==> src/rtl/bpfa_ram.sv <==
`timescale 1ns / 1ps
`default_nettype none

module bpfa_ram #(
  parameter int WIDTH = 8,
  parameter int DEPTH = 16
) (
  input  wire logic                     clk_i,
  input  wire logic                     we_i,
  input  wire logic [$clog2(DEPTH)-1:0] waddr_i,
  input  wire logic [WIDTH-1:0]         wdata_i,
  input  wire logic                     re_i,
  input  wire logic [$clog2(DEPTH)-1:0] raddr_i,
  output      logic [WIDTH-1:0]         rdata_o
);

  logic [WIDTH-1:0] mem_q [DEPTH];

  always_ff @(posedge clk_i) begin
    if (we_i) begin
      mem_q[waddr_i] <= wdata_i;
    end
    if (re_i) begin
      rdata_o <= mem_q[raddr_i];
    end
  end

endmodule

`default_nettype wire

==> config.mk <==
export PLATFORM = sky130hd
export DESIGN_NAME = bpfa_ram
export DESIGN_NICKNAME = d
export VERILOG_FILES = /design/src/rtl/bpfa_ram.sv
export SDC_FILE = /design/constraint.sdc
export NUM_CORES = 1
export LEC_CHECK = 0
export BUFFER_PORTS_ARGS = -buffer_cell sky130_fd_sc_hd__clkbuf_2
export CORE_MARGIN = 2
export CORE_UTILIZATION = 40
export DETAILED_ROUTE_END_ITERATION = 8
export PLACE_DENSITY = 0.57
export SYNTH_ARGS = -nofsm -noshare
export SYNTH_HDL_FRONTEND = slang
export SYNTH_SLANG_ARGS = --single-unit
==> constraint.sdc <==
create_clock -name clk_i -period 2.33 [get_ports clk_i]
set_input_delay 0.233 -clock clk_i [delete_from_list [all_inputs] [get_ports clk_i]]
set_output_delay 0.233 -clock clk_i [all_outputs]
set_load 0.01 [all_outputs]
# Word level (Yosys, flattened, before mapping)
# Memory sizes are Yosys's and may differ from the RTL's. A register that Yosys moved wholly into a read port is not among the register bits.
# Cells that the tools add are included.
dict set report totals {
  latch_bits 0
  memories 1
  mem_bits_ro 0
  in_bits 19
  ram_bits 128
  reg_bits 0
  output_inout_bits 8
  wordCells 3
}
# name words word_bits rd rd_ports_with_merged_regs write_ports line
set memory_table {}
lappend memory_table {mem_q 16 8 1 1 1 17} ;# logic [WIDTH-1:0] mem_q [DEPTH];
dict set report op_classes {
  shift 0
  magnitude_cmp 0
  n_eq_ne 0
  reduce_logical 0
  n_addsub 0
  n_bitwise 0
  mul 0
  div_mod_pow 0
  mux 2
}
# cell n
set op_table {}
lappend op_table {{$mux 1} 2}

# Depth between registers and ports, before layout
# Gate-level depths: netlist of run 1.
dict set report logic_depth {
  depth_word 2
  depth_mapped 5
  depth_no_buf 3
}

# Worst setup path before layout of run 1
# No wires, ideal clock.
dict set report synth_path {
  path_type {in2reg}
  from {input port waddr_i[2]}
  to {memory mem_q[0][0] (enable)}
  setup_ns 0.383
  arrival_ns 1.343
  required_time_ns 1.947
  slack_ns 0.604
  stages 2
  path_buffers 0
  path_cell_list {or3b_2 nor3_1}
}
# item line
set synth_lines {}
lappend synth_lines {{from (decl)} 10} ;# input wire logic [$clog2(DEPTH)-1:0] waddr_i,
lappend synth_lines {{to (decl)} 17}
# Straight into the memory's write port.

==> results.sh, run 1 <==
export IMPL_vias_in_the_first_global_route=2510
export IMPL_timing_reg2reg_setup_slack_ns=0.83
export IMPL_detail_route_vias_per_cell=5.254
export IMPL_synth_nets=248
export IMPL_num_antenna_cells=0
export IMPL_drtPass1Iterations=4
export IMPL_timing_final_max_slew_violations=0
export IMPL_route_detailed_wl_per_inst_um=22.23
export IMPL_critPathKind="flop to flop"
export IMPL_fp_dieArea_um2=14000
export IMPL_vias=2464
export IMPL_share_of_the_synthesized_area_in_compound_gates_ao_oa_aoi_oai=0.02298
export IMPL_setup_viol=0
export IMPL_cts_hold_buffers=0
export IMPL_die_width_um=118.3
export IMPL_synth_seq_area_share=0.7812
export IMPL_syn_area_per_cell_um2=22.83
export IMPL_worst_setup_path_start_kind="flop"
export IMPL_cts_sink_count=136
export IMPL_final_core_util=0.4960
export IMPL_synthAdderAreaFrac=0
export IMPL_port_buffers=26
export IMPL_grt_use_total=0.1606
export IMPL_dp_hpwl_mm=6.435
export IMPL_wire_length_of_the_first_global_routing_pass_mm=15.77
export IMPL_total_grt_overflow=0
export IMPL_boundaryPins=27
export IMPL_cts_buffer_depth=2
export IMPL_postCtsSetupBuffers=0
export IMPL_maximum_clock_frequency_mhz=667.7
export IMPL_combinational_family_with_the_most_area_after_synthesis="multiplexers"
export IMPL_setup_tns_ns=0
export IMPL_start_util=0.4126
export IMPL_synth_async_reset_ratio=0
export IMPL_ys_seq_elements=136
export IMPL_synth_area_leader_cell="edfxtp_1"
export IMPL_vdd_drop_max_mv=0.5518
export IMPL_status="complete, no violations"
export IMPL_final_hold_viol_count=0
export IMPL_setup_slack_ns=0.8323
export IMPL_max_slew_worst_pin_slew_ns=0.7830
export IMPL_critical_path_endpoint_type="flop"
export IMPL_synth_cells=229
export IMPL_netlist_top_cells_count="edfxtp_1 (136), mux4_2 (18), a22oi_1 (16)"
export IMPL_place_gp_congestion=0.7310
export IMPL_p_leak_uw=0.002131
export IMPL_path_clk_slew_ns=0.06
export IMPL_synth_largest_type_area_fraction=0.7812
export IMPL_final_antenna_net_count=0
export IMPL_period_share=0.6428
export IMPL_fillCellCount=1004
export IMPL_worstSkewPairLatency_ns=0.41
export IMPL_yosys_mux_area_fraction=0.1479
export IMPL_yosys_area_share_xor_xnor=0
export IMPL_yosys_top_cells_area="edfxtp_1 (78%), mux4_2 (7.8%), mux4_1 (7.0%)"
export IMPL_grt_start_max_net_pins=33
export IMPL_core_area_um2=12670
export IMPL_dp_worst_setup_slack_ns=0.4896
export IMPL_synthMostInstantiatedCell="edfxtp_1"
export IMPL_count_of_routing_violations_after_the_opening_detailed_route_iteration=196
export IMPL_area_growth_synth_to_final_pct=20.23
export IMPL_netlist_cell_type_count=18
export IMPL_clock_tree_htree_level_count=4
export IMPL_worst_path_max_fanout=1
export IMPL_min_delay_path_class="input port to flop"
export IMPL_maxCapViolations=0
export IMPL_fin_crit_ns=1.498
export IMPL_fin_nets=303
export IMPL_rsz0062_at_grt="no"
export IMPL_critPathRequiredTime_ns=2.48
export IMPL_synth_yosys_warnings=0
export IMPL_row_count=41
export IMPL_number_of_synthesized_flops_with_an_enable_pin=136
export IMPL_synth_cell_area_um2=5228
export IMPL_tritoncts="built"
export IMPL_wirelength_mm=10.43
export IMPL_cts_inserted_buffers=17
export IMPL_synthSimpleGateAreaFrac=0.03135
export IMPL_timing_critical_path_arrival_ns=1.65
export IMPL_cts_repair_resize_count=0
export IMPL_clock_skews_ns=0.005436
export IMPL_drcViolationCount=0
export IMPL_post_route_cells_drive_above_1_share=0.3199
export IMPL_synth_main_ff_cell="edfxtp_1"
export IMPL_die_height_um=118.3
export IMPL_power_density_nw_per_um2=916.1
export IMPL_number_of_antenna_violations_at_the_first_check_in_global_routing=0
export IMPL_clk_root_buffer_cell="clkbuf_16"
export IMPL_timing_max_slew_rel_slack=0.4761
-- cells in the final DEF (no fill, tap or decap), types with 3 or more instances in the layout --
cell	count
nand2_1	9
edfxtp_1	136
clkbuf_16	17
nor3_1	4
nor2_1	13
mux4_2	18
clkbuf_2	26
buf_4	17
a22oi_1	16
buf_12	3
mux4_1	14
bufinv_16	4
clkinv_2	5
-- final cells by class --
cell class | instances | area (um2) | share of cell area
Clock inverter | 14 | 181.4 | 0.02887
Timing Repair Buffer | 46 | 317.8 | 0.05057
Clock buffer | 18 | 429.2 | 0.06829
Multi-Input combinational cell | 83 | 1057 | 0.1682
Tap cell | 172 | 215.2 | 0.03424
Sequential cell | 136 | 4084 | 0.6498
-- kinds of logic (layout without fill, tap and decap cells) --
family	Yosys count	after routing
DFF	136	136
and+or+nand+nor	35	35
muxes	32	32
AOI/OAI and AO/OA	16	16
buffers and inverters	10	78
-- metrics by stage --
stage                     std cells  hold slack [ns]  power (uW)  area (um2)
after floorplan                 229           0.3319        2963        5228
after global placement          437           0.6545        3082        5674
after detailed placement        437           0.6523        3088        5674
after CTS                       469           0.2467        5810        6285
after global routing            469           0.2644        5937        6285
final                           469           0.2523        5758        6285
-- where the power goes --
| part | total (uW) | internal (uW) | switching (uW) |
|---|---|---|---|
| registers | 2770 | 2760 | 15.4 |
| logic | 258 | 111 | 148 |
| clock network | 2730 | 1780 | 949 |
| total | 5760 | 4650 | 1110 |
-- worst max-delay path, stage by stage, from the launching register on --
cell	delay, ns
edfxtp_1	0.35
mux4_1	0.50
a22oi_1	0.31
nand2_1	0.09
-- per-layer routing --
layer	routed length, um	track usage	vias up	share of wire
li1	-	-	1093	-
met1	4647	0.2223	1286	0.45
met2	5016	0.2388	76	0.48
met3	627	0.04826	9	0.060
met4	133	0.06551	0	0.013
met5	0	0	-	0
-- state kept, by name, indices dropped and copies added, names as in the netlist --
name / flops
mem_q: 128
rdata_o: 8
-- path summary, 6_finish.rpt --
kind                              startpoint          end  cells after the start
worst min register to register  mem_q[15][1]   rdata_o[1]                      3
worst max-delay path             mem_q[1][5]   rdata_o[5]                      3
worst max register to register   mem_q[1][5]   rdata_o[5]                      3
worst min-delay path              wdata_i[7]  mem_q[2][7]                      1
Note: power is estimated with default switching activity, not from simulation.
==> run 2: changes to the inputs <==
Settings changed: ABC_AREA set to 1, PLACE_DENSITY 0.57 to 0.59.
Clock period 2.33 ns to 1.3 ns, I/O delays scaled along.
==> run 2 against run 1 <==
Non-clock buffer count rose by 8. Largest cell class unchanged. Largest power group unchanged. Sequential cell count unchanged. Critical path depth is 3 higher. Core utilization shrank 2.3 points. Critical endpoint is now rdata_o[1].
==> results.sh, run 2 <==
export IMPL_timing_final_max_slew_violations=0
export IMPL_rsz0062_at_grt="no"
export IMPL_routed_wl_met3_um=717
export IMPL_core_area_um2=14420
export IMPL_synth_async_reset_ratio=0
export IMPL_vias=3849
export IMPL_worst_path_largest_cell_delay_ns=0.36
export IMPL_period_share=0.8789
export IMPL_drcViolationCount=0
export IMPL_grt_use_total=0.1808
export IMPL_path_clk_slew_ns=0.06
export IMPL_mostFrequentLayoutCell="nand2_1"
export IMPL_synth_largest_type_area_fraction=0.6985
export IMPL_timing_critical_path_arrival_ns=1.31
export IMPL_route_detailed_wl_per_inst_um=16.85
export IMPL_timing_hold_ws_ns=0.1210
export IMPL_total_grt_overflow=0
export IMPL_min_delay_path_class="input port to flop"
export IMPL_count_of_routing_violations_after_the_opening_detailed_route_iteration=353
export IMPL_top_layer="met4"
export IMPL_number_of_antenna_violations_at_the_first_check_in_global_routing=0
export IMPL_critical_path_slowest_cell="edfxtp_1"
export IMPL_num_antenna_cells=0
export IMPL_wirelength_mm=13.41
export IMPL_maxCapViolations=0
export IMPL_wirelength_met1_mm=5.856
export IMPL_setup_viol=0
export IMPL_synth_cells=551
export IMPL_clock_skews_ns=0.005240
export IMPL_place_gp_congestion=0.8010
export IMPL_clock_tree_htree_level_count=4
export IMPL_synth_seq_area_share=0.6985
export IMPL_clk_root_buffer_cell="clkbuf_16"
export IMPL_leading_cell_types_in_the_layout_fill_and_taps_excluded="nand2_1 (173), edfxtp_1 (136), inv_1 (100)"
export IMPL_cts_hold_buffers=0
export IMPL_worst_setup_path_start_kind="flop"
export IMPL_power_density_nw_per_um2=1441
export IMPL_die_height_um=124.9
export IMPL_timing_critical_path_max_delay_family="simple AND/OR/NAND/NOR gates"
export IMPL_number_of_synthesized_flops_with_an_enable_pin=136
export IMPL_max_ffs_per_register=128
export IMPL_cts_buffer_depth=2
export IMPL_regMostFlops="mem_q"
export IMPL_cts_inserted_buffers=17
export IMPL_synth_main_ff_cell="edfxtp_1"
export IMPL_syn_area_per_cell_um2=10.61
export IMPL_critical_path_endpoint_type="flop"
export IMPL_area_growth_synth_to_final_pct=16.69
export IMPL_port_buffers=26
export IMPL_maximum_clock_frequency_mhz=875.2
export IMPL_worst_path_max_fanout=1
export IMPL_synth_yosys_warnings=0
export IMPL_dp_hpwl_mm=8.521
export IMPL_detail_route_vias_per_cell=4.835
export IMPL_crit_buf_inv=1
export IMPL_final_core_util=0.4730
export IMPL_netlist_cell_type_count=11
export IMPL_p_leak_uw=0.002959
export IMPL_timing_max_slew_rel_slack=0.5776
export IMPL_vdd_drop_max_mv=1.046
export IMPL_fin_nets=619
export IMPL_fin_crit_ns=1.143
export IMPL_cts_sink_count=136
export IMPL_vias_in_the_first_global_route=3911
export IMPL_worstSkewPairLatency_ns=0.41
export IMPL_post_route_cells_drive_above_1_share=0.1356
export IMPL_netlist_top_cells_count="nand2_1 (173), edfxtp_1 (136), inv_1 (100)"
export IMPL_synth_cell_area_um2=5847
export IMPL_ys_seq_elements=136
export IMPL_row_count=44
export IMPL_final_hold_viol_count=0
export IMPL_final_antenna_net_count=0
export IMPL_status="complete, no violations"
export IMPL_synthMostInstantiatedCell="nand2_1"
export IMPL_postCtsSetupBuffers=0
export IMPL_fp_dieArea_um2=15600
export IMPL_grt_start_max_net_pins=40
export IMPL_yosys_top_cells_area="edfxtp_1 (70%), nand2_1 (11%), nand3_1 (8.3%)"
export IMPL_synth_area_leader_cell="edfxtp_1"
export IMPL_dr_wl_met2_mm=6.540
export IMPL_crit_path_cell_trace="inv_1, nand2_1, nand3_1, nand3_1, nand3_2, nand2_1"
export IMPL_max_slew_worst_pin_slew_ns=0.6327
export IMPL_cts_repair_resize_count=0
export IMPL_critPathRequiredTime_ns=1.47
export IMPL_biggestRegsByFlops="mem_q x128, rdata_o x8"
export IMPL_boundaryPins=27
export IMPL_start_util=0.4054
export IMPL_drtPass1Iterations=5
export IMPL_die_width_um=124.9
export IMPL_wire_length_of_the_first_global_routing_pass_mm=21.17
export IMPL_synth_nets=570
export IMPL_critPathKind="flop to flop"
export IMPL_tritoncts="built"
-- run 2: cell type report --
type | instances | area [um2]
Fill cell | 1349 | 7601
Clock buffer | 17 | 425.4
Clock inverter | 14 | 91.34
Tap cell | 184 | 230.2
Multi-Input combinational cell | 289 | 1219
Inverter | 102 | 382.9
Sequential cell | 136 | 4084
Timing Repair Buffer | 54 | 390.4
-- run 2: path summary, 6_finish.rpt --
kind	slack, ns	startpoint	to	cells after the start
worst max-delay path	0.16	mem_q[5][1]	rdata_o[1]	6
worst min-delay path	0.12	re_i	rdata_o[6]	1
worst max register to register	0.16	mem_q[5][1]	rdata_o[1]	6
worst min register to register	0.75	mem_q[15][6]	rdata_o[6]	6
-- run 2: through the flow --
step,cells,cell area (um2),TNS (ns),power [uW],setup slack [ns]
detailed placement,765,6301,-0.2826,5697,-0.07501
global route,796,6823,0,10180,0.05145
global placement,765,6301,-0.1880,5684,-0.06827
floorplan,551,5847,0,5411,0.2192
CTS,796,6818,0,9896,0.1270
finish,796,6823,0,9834,0.1574
-- run 2: report_power, final --
| part | switching, uW | internal (uW) | total (uW) |
|---|---|---|---|
| Clock | 1680 | 2550 | 4230 |
| Combinational | 432 | 197 | 628 |
| Sequential | 30.4 | 4940 | 4970 |
-- run 2: logic make-up (layout without fill, tap and decap cells) --
group / Yosys count / in the layout / synth area share
DFF: 136 / 136 / 0.6985
buffers and inverters: 126 / 187 / 0.09394
and+or+nand+nor: 289 / 289 / 0.2076
-- run 2: metal layers --
metal	up-vias	track usage
met5	-	0
met4	0	0.07255
met3	23	0.03952
met2	116	0.2919
met1	1833	0.2396
li1	1877	-
